==> config.mk <==
export PLATFORM = sky130hd
export DESIGN_NAME = detector_status_frame_tracker_flat
export DESIGN_NICKNAME = d
export VERILOG_FILES = /design/src/rtl/dsft_pkg.sv /design/src/rtl/dsft_req_if.sv /design/src/rtl/dsft_rsp_if.sv /design/src/rtl/detector_status_frame_tracker.sv /design/src/rtl/dsft_store.sv /design/src/rtl/dsft_ctrl.sv /design/src/flat_wrapper.sv
export SDC_FILE = /design/constraint.sdc
export NUM_CORES = 1
export LEC_CHECK = 0
export ABC_AREA = 1
export BUFFER_PORTS_ARGS = -buffer_cell sky130_fd_sc_hd__buf_2
export CORE_MARGIN = 4
export CORE_UTILIZATION = 40
export CTS_CLUSTER_SIZE = 8
export DETAILED_ROUTE_END_ITERATION = 8
export PLACE_DENSITY_LB_ADDON = 0.1
export SYNTH_ARGS = -nofsm -noshare
export SYNTH_HDL_FRONTEND = slang
export SYNTH_SLANG_ARGS = --single-unit
==> constraint.sdc <==
create_clock -name clock -period 4.3 [get_ports clock]
set_input_delay 0.43 -clock clock [delete_from_list [all_inputs] [get_ports clock]]
set_output_delay 0.43 -clock clock [all_outputs]
set_load 0.02 [all_outputs]
==> src/rtl/dsft_pkg.sv <==
`timescale 1ns / 1ps
// ----------------------------------------------------------------------------
// dsft_pkg
// Shared types, codes and helpers of the detector status frame tracker.
// ----------------------------------------------------------------------------
package dsft_pkg;

   // Number of tracked detectors (1 to 256)
   localparam int NUM_DETECTORS = 64;
   localparam int ADDR_W = (NUM_DETECTORS > 1) ? $clog2(NUM_DETECTORS) : 1;
   localparam logic [8:0] NUM_DET_EXT = 9'(NUM_DETECTORS);

   // Status slots per packed byte
   localparam logic [2:0] NUM_SLOTS = 3'd4;

   localparam logic [7:0] COUNT_MAX = 8'hFF;

   // Opcodes
   localparam logic [1:0] OP_FRAME  = 2'd0;
   localparam logic [1:0] OP_STATUS = 2'd1;
   localparam logic [1:0] OP_READ   = 2'd2;
   localparam logic [1:0] OP_CLEAR  = 2'd3;

   // Detector states
   localparam logic [1:0] ST_EMPTY  = 2'd0;
   localparam logic [1:0] ST_BUSY   = 2'd1;
   localparam logic [1:0] ST_BROKEN = 2'd2;

   // Status codes inside a packed byte
   localparam logic [1:0] CODE_BUSY   = 2'd1;
   localparam logic [1:0] CODE_BROKEN = 2'd2;

   typedef logic [ADDR_W-1:0] addr_type;

   typedef struct packed {
      logic [1:0] state;
      logic [7:0] count;
   } word_type;

   typedef struct packed {
      logic     rd_en;
      addr_type rd_addr;
      logic     wr_en;
      addr_type wr_addr;
      word_type wr_data;
   } mem_req_type;

   typedef struct packed {
      logic       valid;
      logic [1:0] state;
      logic [7:0] count;
   } result_type;

   // Map a 2-bit status code to a detector state
   function automatic logic [1:0] decode_code(input logic [1:0] code);
      logic [1:0] st;
      case (code)
         CODE_BUSY:   st = ST_BUSY;
         CODE_BROKEN: st = ST_BROKEN;
         default:     st = ST_EMPTY;
      endcase
      return st;
   endfunction

endpackage

==> src/rtl/dsft_req_if.sv <==
`timescale 1ns / 1ps
// ----------------------------------------------------------------------------
// dsft_req_if
// Request channel: opcode and value with a valid/ready handshake.
// ----------------------------------------------------------------------------
interface dsft_req_if;
   logic       valid;
   logic       ready;
   logic [1:0] opcode;
   logic [7:0] value;

   modport source (output valid, output opcode, output value, input ready);
   modport sink (input valid, input opcode, input value, output ready);
endinterface

==> src/rtl/dsft_rsp_if.sv <==
`timescale 1ns / 1ps
// ----------------------------------------------------------------------------
// dsft_rsp_if
// Response channel: detector state and demand count with valid/ready.
// ----------------------------------------------------------------------------
interface dsft_rsp_if;
   logic       valid;
   logic       ready;
   logic [1:0] detector_state;
   logic [7:0] demand_count;

   modport source (output valid, output detector_state, output demand_count, input ready);
   modport sink (input valid, input detector_state, input demand_count, output ready);
endinterface

==> src/rtl/detector_status_frame_tracker.sv <==
`timescale 1ns / 1ps
// ----------------------------------------------------------------------------
// detector_status_frame_tracker
// Tracks detector states and demand counts from byte-wise status frames.
// ----------------------------------------------------------------------------
// Read: the table read goes out after the request is accepted, and the result
// is loaded into the output register from the registered read data; an
// out-of-range index skips the table read. The result waits while the output
// register is full. Clear and status byte run one table read-modify-write per
// slot over the single memory port pair, reads overlapped with the previous
// slot's write; a new transaction is taken only after the last one is done.
// Reset: synchronous; table valid bits clear at once, so all detectors read
// empty with count zero; base and byte offset return to zero.
// ----------------------------------------------------------------------------
module detector_status_frame_tracker (
   input logic       clock,
   input logic       reset,
   dsft_req_if.sink  req,
   dsft_rsp_if.source rsp
);
   import dsft_pkg::*;

   mem_req_type mem_req;
   word_type    rd_word;
   result_type  result;

   logic       rsp_valid_ff, rsp_valid_in;
   logic [1:0] rsp_state_ff;
   logic [7:0] rsp_count_ff;
   logic       out_free;

   dsft_ctrl u_ctrl (
      .clock    (clock),
      .reset    (reset),
      .req      (req),
      .out_free (out_free),
      .rd_word  (rd_word),
      .mem_req  (mem_req),
      .result   (result)
   );

   dsft_store u_store (
      .clock   (clock),
      .reset   (reset),
      .mem_req (mem_req),
      .rd_word (rd_word)
   );

   // Output register: free when empty or draining this cycle
   assign out_free = !rsp_valid_ff || rsp.ready;

   always_comb begin
      rsp_valid_in = rsp_valid_ff;
      if (result.valid) begin
         rsp_valid_in = 1'b1;
      end else if (rsp.ready) begin
         rsp_valid_in = 1'b0;
      end
   end

   always_ff @(posedge clock) begin
      if (reset) begin
         rsp_valid_ff <= 1'b0;
      end else begin
         rsp_valid_ff <= rsp_valid_in;
      end
   end

   // Load result payload
   always_ff @(posedge clock) begin
      if (result.valid) begin
         rsp_state_ff <= result.state;
         rsp_count_ff <= result.count;
      end
   end

   assign rsp.valid          = rsp_valid_ff;
   assign rsp.detector_state = rsp_state_ff;
   assign rsp.demand_count   = rsp_count_ff;

   // Read and write never hit the same entry in one cycle
   a_no_rw_collision: assert property (@(posedge clock) disable iff (reset)
      (mem_req.rd_en && mem_req.wr_en) |-> (mem_req.rd_addr != mem_req.wr_addr))
      else $error("table read and write collide");

   // A new result never overwrites a result that is still waiting
   a_no_result_overrun: assert property (@(posedge clock) disable iff (reset)
      result.valid |-> (!rsp_valid_ff || rsp.ready))
      else $error("result overruns output register");

   // No table write while a new transaction is taken
   a_accept_quiet: assert property (@(posedge clock) disable iff (reset)
      (req.valid && req.ready) |-> !mem_req.wr_en)
      else $error("write pending at transaction accept");

   // A delivered state is a legal detector state
   a_state_legal: assert property (@(posedge clock) disable iff (reset)
      rsp.valid |-> (rsp.detector_state != 2'd3))
      else $error("illegal detector state delivered");

endmodule

==> src/rtl/dsft_store.sv <==
`timescale 1ns / 1ps
// ----------------------------------------------------------------------------
// dsft_store
// Detector table: one word per detector (state and demand count) in a
// synchronous memory with registered read data, plus per-entry valid bits
// so that an entry never written since reset reads as empty with count zero.
// ----------------------------------------------------------------------------
module dsft_store (
   input  logic                 clock,
   input  logic                 reset,
   input  dsft_pkg::mem_req_type mem_req,
   output dsft_pkg::word_type    rd_word
);
   import dsft_pkg::*;

   word_type                 mem_ff [NUM_DETECTORS];
   logic [NUM_DETECTORS-1:0] valid_ff;
   word_type                 rd_data_ff;
   logic                     rd_hit_ff;

   // Write port
   always_ff @(posedge clock) begin
      if (mem_req.wr_en) begin
         mem_ff[mem_req.wr_addr] <= mem_req.wr_data;
      end
   end

   // Read port, registered; hold data between reads
   always_ff @(posedge clock) begin
      if (mem_req.rd_en) begin
         rd_data_ff <= mem_ff[mem_req.rd_addr];
      end
   end

   // Track written entries
   always_ff @(posedge clock) begin
      if (reset) begin
         valid_ff  <= '0;
         rd_hit_ff <= 1'b0;
      end else begin
         if (mem_req.wr_en) begin
            valid_ff[mem_req.wr_addr] <= 1'b1;
         end
         if (mem_req.rd_en) begin
            rd_hit_ff <= valid_ff[mem_req.rd_addr];
         end
      end
   end

   // Unwritten entry reads as the reset value
   assign rd_word = rd_hit_ff ? rd_data_ff : '0;

endmodule

==> src/rtl/dsft_ctrl.sv <==
`timescale 1ns / 1ps
// ----------------------------------------------------------------------------
// dsft_ctrl
// Sequencer: takes one transaction, walks its detector slots through
// read-modify-write of the table, and produces the read result.
// ----------------------------------------------------------------------------
module dsft_ctrl (
   input  logic                  clock,
   input  logic                  reset,
   dsft_req_if.sink              req,
   input  logic                  out_free,
   input  dsft_pkg::word_type    rd_word,
   output dsft_pkg::mem_req_type mem_req,
   output dsft_pkg::result_type  result
);
   import dsft_pkg::*;

   localparam logic FSM_IDLE = 1'b0;
   localparam logic FSM_RUN  = 1'b1;

   logic       fsm_ff, fsm_in;
   logic [1:0] op_ff, op_in;
   logic [7:0] base_ff, base_in;
   logic [7:0] code_ff, code_in;
   logic [2:0] slot_ff, slot_in;
   logic       pend_ff, pend_in;
   addr_type   pend_addr_ff, pend_addr_in;
   logic [1:0] pend_code_ff, pend_code_in;
   logic [7:0] frame_base_ff, frame_base_in;
   logic [5:0] byte_offset_ff, byte_offset_in;

   logic       accept;
   logic       running;
   logic [7:0] cur_idx;
   logic [2:0] slot_lim;
   logic       in_range;
   logic       issue;
   logic       res_avail;
   logic       stall;
   logic [1:0] slot_code;
   logic [7:0] next_count;

   assign req.ready = (fsm_ff == FSM_IDLE);
   assign accept    = req.valid && req.ready;
   assign running   = (fsm_ff == FSM_RUN);

   // Current detector index and whether another slot goes out
   assign cur_idx   = base_ff + 8'(slot_ff[1:0]);
   assign slot_lim  = (op_ff == OP_STATUS) ? NUM_SLOTS : 3'd1;
   assign in_range  = ({1'b0, cur_idx} < NUM_DET_EXT);
   assign issue     = running && (slot_ff < slot_lim) && in_range;
   assign slot_code = decode_code(code_ff[{slot_ff[1:0], 1'b0} +: 2]);

   // Read result is ready with the table data, or at once when out of range
   assign res_avail = running && (op_ff == OP_READ) &&
                      (pend_ff || ((slot_ff == 3'd0) && !issue));
   assign stall     = res_avail && !out_free;

   assign result.valid = res_avail && out_free;
   assign result.state = pend_ff ? rd_word.state : ST_BROKEN;
   assign result.count = pend_ff ? rd_word.count : 8'd0;

   // Saturating count on an empty-to-busy change
   always_comb begin
      next_count = rd_word.count;
      if ((rd_word.state == ST_EMPTY) && (pend_code_ff == ST_BUSY) &&
          (rd_word.count != COUNT_MAX)) begin
         next_count = rd_word.count + 8'd1;
      end
   end

   // Table access
   always_comb begin
      mem_req.rd_en   = issue && !stall;
      mem_req.rd_addr = cur_idx[ADDR_W-1:0];
      mem_req.wr_en   = running && pend_ff && (op_ff != OP_READ);
      mem_req.wr_addr = pend_addr_ff;
      if (op_ff == OP_STATUS) begin
         mem_req.wr_data.state = pend_code_ff;
         mem_req.wr_data.count = next_count;
      end else begin
         mem_req.wr_data.state = rd_word.state;
         mem_req.wr_data.count = 8'd0;
      end
   end

   // Next state
   always_comb begin
      fsm_in         = fsm_ff;
      op_in          = op_ff;
      base_in        = base_ff;
      code_in        = code_ff;
      slot_in        = slot_ff;
      pend_in        = pend_ff;
      pend_addr_in   = pend_addr_ff;
      pend_code_in   = pend_code_ff;
      frame_base_in  = frame_base_ff;
      byte_offset_in = byte_offset_ff;
      if (accept) begin
         op_in   = req.opcode;
         code_in = req.value;
         slot_in = 3'd0;
         pend_in = 1'b0;
         case (req.opcode)
            OP_FRAME: begin
               frame_base_in  = req.value;
               byte_offset_in = 6'd0;
            end
            OP_STATUS: begin
               base_in        = frame_base_ff + {byte_offset_ff, 2'b00};
               byte_offset_in = byte_offset_ff + 6'd1;
               fsm_in         = FSM_RUN;
            end
            default: begin
               base_in = req.value;
               fsm_in  = FSM_RUN;
            end
         endcase
      end else if (running && !stall) begin
         pend_in = issue;
         if (issue) begin
            slot_in      = slot_ff + 3'd1;
            pend_addr_in = cur_idx[ADDR_W-1:0];
            pend_code_in = slot_code;
         end else begin
            fsm_in = FSM_IDLE;
         end
      end
   end

   // Control registers
   always_ff @(posedge clock) begin
      if (reset) begin
         fsm_ff         <= FSM_IDLE;
         pend_ff        <= 1'b0;
         slot_ff        <= 3'd0;
         frame_base_ff  <= 8'd0;
         byte_offset_ff <= 6'd0;
      end else begin
         fsm_ff         <= fsm_in;
         pend_ff        <= pend_in;
         slot_ff        <= slot_in;
         frame_base_ff  <= frame_base_in;
         byte_offset_ff <= byte_offset_in;
      end
   end

   // Payload registers
   always_ff @(posedge clock) begin
      op_ff        <= op_in;
      base_ff      <= base_in;
      code_ff      <= code_in;
      pend_addr_ff <= pend_addr_in;
      pend_code_ff <= pend_code_in;
   end

endmodule

==> src/flat_wrapper.sv <==
// flat-port wrapper written by rule: the top's interface ports become plain ports
module detector_status_frame_tracker_flat import dsft_pkg::*;
  (clock, reset, req_valid, req_opcode, req_value, req_ready, rsp_valid, rsp_detector_state, rsp_demand_count, rsp_ready);
  dsft_req_if req_i ();
  dsft_rsp_if rsp_i ();
  input logic clock;
  input logic reset;
  input wire logic [$bits(req_i.valid)-1:0] req_valid;
  input wire logic [$bits(req_i.opcode)-1:0] req_opcode;
  input wire logic [$bits(req_i.value)-1:0] req_value;
  output wire logic [$bits(req_i.ready)-1:0] req_ready;
  output wire logic [$bits(rsp_i.valid)-1:0] rsp_valid;
  output wire logic [$bits(rsp_i.detector_state)-1:0] rsp_detector_state;
  output wire logic [$bits(rsp_i.demand_count)-1:0] rsp_demand_count;
  input wire logic [$bits(rsp_i.ready)-1:0] rsp_ready;
  assign req_i.valid = req_valid;
  assign req_i.opcode = req_opcode;
  assign req_i.value = req_value;
  assign req_ready = req_i.ready;
  assign rsp_valid = rsp_i.valid;
  assign rsp_detector_state = rsp_i.detector_state;
  assign rsp_demand_count = rsp_i.demand_count;
  assign rsp_i.ready = rsp_ready;
  detector_status_frame_tracker u_core (.clock(clock), .reset(reset), .req(req_i), .rsp(rsp_i));
endmodule
==> summary.txt <==
Die Width - 285.5 µm
Slew margin rel. - 31.07%
Hold EP - u_core.rsp.valid$_SDFFE_PP0P_
Startpoint types - register
Remaining DRCs - 0
Hpwl dp - 49380 µm
Ys flop type - edfxtp_1
Die height - 285.5 µm
Layout cells sized above 1 - 10.65%
Total setup buffers inserted after CTS - 0
Worst hold start - rsp_ready
Total gr overflow - 0
GR Util All Layers - 21.16%
Comb power frac - 9.9%
Mapped Cells - 2496
Worst path bufs/invs - 3
Fin Clk Skew - 0.02178 ns
Fin cells - 3697
Iteration-0 DRC Markers - 1796
Clock-pin slew on the worst setup and hold paths - 0.05 ns
Routed WL per cell - 23.62 µm
Critical-path top delay cell - dfxtp_1
CP Class - reg2reg
Reg2reg setup slack - 0.65 ns
Port Buffer Count - 25
R2R cell count - 11
CTS tree - built
Syn_nets - 2524
Crit path top cell by count - nand3_1
Initial Util - 40.49%
Number of setup violations in the final report - 0
Root buffer cell - clkbuf_16
# rows - 101
Worst slew pin tran - 1.033 ns
Clk buf depth - 3
DR vias/cell - 5.537
Hold Buf Count CTS - 10
CP Max Fanout - 92
Clock power share - 43.5%
Nets@finish - 2622
Psw - 4349 µW
Area after DPL - 32710 µm²
CP top delay family - buffers and inverters
Final period utilization - 85.00%
Yosys cell types - 40
DRT Wirelength - 87310 µm
Busiest layer in global routing - met2
Total number of vias - 20470
Post-route design area - 35830 µm²
Ports - 26
Crit-path cells - ha_4 -> inv_1 -> fa_4 -> xor2_4 -> buf_12 -> buf_4 -> o221ai_1 -> o211ai_1 -> nand3_1 -> nand3_1 -> nand2_1
Min-delay worst type - in2reg
Flops & latches, synth - 771
Die Area - 81510 µm²
Antenna Cells - 0
Max frequency - 0.2736 GHz
Seq pwr share - 46.6%
Area Growth Syn to Fin - 16.31%
Initial antenna violation count - 1
WHS - 0.1160 ns
Setup Total Neg Slack - 0 ns
CTS resizes - 0
Switching share of power - 24.69%
Hold Path Depth - 4
Final Hold Viols - 0
M3 GR Usage - 3.315%
First-pass GRT wire length - 129900 µm
Async S/R FF share, synth - 0%
Clock sinks - 771
Met2 Usage GRT - 33.26%
Worst reg2reg path startpoint - u_core.u_ctrl.slot_ff[0]$_SDFFE_PP0P_
Cells after DPL - 3506
Pre-antenna DRT Iters - 6
Crit. End Element - register
Power per cell area - 491.6 nW/µm²
Skew-Pair Late Insertion Delay - 0.66 ns
Gpl congestion - 0.8113
Met1 usage - 29.85%
Status - completed
Worst R2R End - u_core.u_store.rd_data_ff[9]$_DFFE_PP_
Worst vdd ir - 0.2989 mV
Pin count of the biggest net entering global routing - 130
MaxCap Viol Count - 0
Syn_area_per_cell - 12.34 µm²
Final Util - 47.10%
Critical path's largest stage delay - 0.51 ns
CP required - 4.69 ns
Synth Cell Area - 30800 µm²
Pint - 13260 µW
ANT nets after route - 0
Clock buffer count from CTS - 106
Vias in the first global route - 20120
Synth Warn # - 0
Core ar. - 76080 µm²
Tmin final - 3.655 ns
RSZ-0062 raised after global routing - no
H-tree depth reported by CTS - 3
LEAKAGE - 0.01136 µW
Seq/Total Area, Yosys - 72.40%
Post-synth EDFFs - 686
Arr. time, crit path - 4.05 ns
Fin. max-slew vios - 0
-- per-layer routing --
metal  part of all wire [%]  wire length [µm]  up-vias
li1                       -                 -     9418
met4                    3.7              3236        0
met5                      0                 0        -
met1                     45             38860    10250
met3                    5.8              5057      177
met2                     46             40160      624
-- Yosys cell counts (11+ instances only) --
cell,n,area share (%)
edfxtp_1,686,67
o22ai_1,50,1.0
o221ai_1,112,3.2
o21ai_0,374,6.1
nor3_1,15,0.24
nor2_1,618,7.5
nand2_1,87,1.1
inv_1,56,0.68
dfxtp_1,85,5.5
clkbuf_1,86,1.0
buf_4,11,0.27
ha_1,12,0.49
buf_2,58,0.94
o211ai_1,64,1.6
nand3_1,116,1.9
a21oi_1,17,0.28
-- sequential cells by signal, indices dropped and copies added (netlist names), 2 cells and up --
signal	count
u_core.u_store.mem_ff	640
u_core.u_store.rd_data_ff	10
u_core.u_store.valid_ff	64
u_core.u_ctrl.pend_code_ff	2
u_core.u_ctrl.code_ff	8
u_core.rsp.demand_count	8
u_core.u_ctrl.pend_addr_ff	6
u_core.rsp.detector_state	2
u_core.u_ctrl.byte_offset_ff	6
u_core.u_ctrl.frame_base_ff	8
u_core.u_ctrl.op_ff	2
u_core.u_ctrl.base_ff	8
u_core.u_ctrl.slot_ff	3
-- metrics by stage --
stage	power [µW]	worst slack (ns)
finish	17610	0.6452
global route	18260	0.4671
CTS	17780	0.6446
detailed placement	10110	0.6447
global placement	10090	0.6752
floorplan	9422	0.3593
-- placed cells by master, fill, tap and decap left out, types with 3 or more instances in the layout --
cell / netlist / layout
buf_4: 11 / 100
clkbuf_16: 0 / 107
a21oi_4: 0 / 5
nor2_1: 618 / 615
dlygate4sd3_1: 0 / 10
buf_2: 58 / 25
o211ai_1: 64 / 64
inv_1: 56 / 55
o21ai_0: 374 / 372
ha_1: 12 / 11
clkbuf_1: 86 / 67
o221ai_1: 112 / 112
nor3_1: 15 / 15
nand2_1: 87 / 87
buf_12: 0 / 16
a21oi_1: 17 / 12
dfxtp_1: 85 / 85
edfxtp_1: 686 / 686
nand4_1: 7 / 7
inv_2: 3 / 3
xor2_1: 8 / 7
nand3_1: 116 / 116
clkinv_8: 0 / 3
o22ai_1: 50 / 50
-- how the worst max path moves through the flow --
stage / start / to / slack, ns / cells past startpoint
after floorplan: u_core.u_ctrl.op_ff[0]$_DFFE_PP_ / u_core.u_store.mem_ff[0][9]$_DFFE_PP_ / 0.36 / 3
after global placement: u_core.u_ctrl.slot_ff[0]$_SDFFE_PP0P_ / u_core.u_store.rd_data_ff[9]$_DFFE_PP_ / 0.68 / 11
after detailed placement: u_core.u_ctrl.slot_ff[0]$_SDFFE_PP0P_ / u_core.u_store.rd_data_ff[3]$_DFFE_PP_ / 0.64 / 12
after CTS: u_core.u_ctrl.slot_ff[0]$_SDFFE_PP0P_ / u_core.u_store.rd_data_ff[9]$_DFFE_PP_ / 0.64 / 11
after global routing: u_core.u_ctrl.slot_ff[0]$_SDFFE_PP0P_ / u_core.u_store.rd_data_ff[9]$_DFFE_PP_ / 0.47 / 11
final: u_core.u_ctrl.slot_ff[0]$_SDFFE_PP0P_ / u_core.u_store.rd_data_ff[9]$_DFFE_PP_ / 0.65 / 11
-- area by class of cell --
cell class,count,area (µm²)
Fill cell,6884,40250
Sequential cell,771,22300
Multi-Input combinational cell,1502,7675
Clock buffer,175,2943
Timing Repair Buffer,151,1296
Tap cell,1030,1289
Inverter,62,250.2
Clock inverter,6,73.82
-- logic make-up after synthesis --
logic type                 Yosys count  synth area share, %
AOI/OAI and AO/OA                  623                12.25
and+or+nand+nor                    853                11.15
adders and majority gates           14               0.6174
xor gates and xnor gates            12               0.4265
buffers and inverters              223                3.160
DFF                                771                72.40
-- worst register-to-register path: cells and delay by family, from the launching register on --
kind                       cells  cell delay (ns)
buffers and inverters          3             1.08
adders and majority gates      2             0.65
and+or+nand+nor                3             0.57
DFF                            1             0.51
AOI/OAI and AO/OA              2             0.39
xor gates and xnor gates       1             0.19
-- power by group through the flow --
stage / combinational, µW / clock, µW / sequential [µW]
2_1_floorplan: 1070 / 0 / 8350
3_3_place_gp: 1740 / 0 / 8350
3_5_place_dp: 1750 / 0 / 8350
4_1_cts: 1760 / 7810 / 8210
5_1_grt: 1910 / 8150 / 8200
6_report: 1750 / 7660 / 8210
Power figures use the tool's default switching activity.
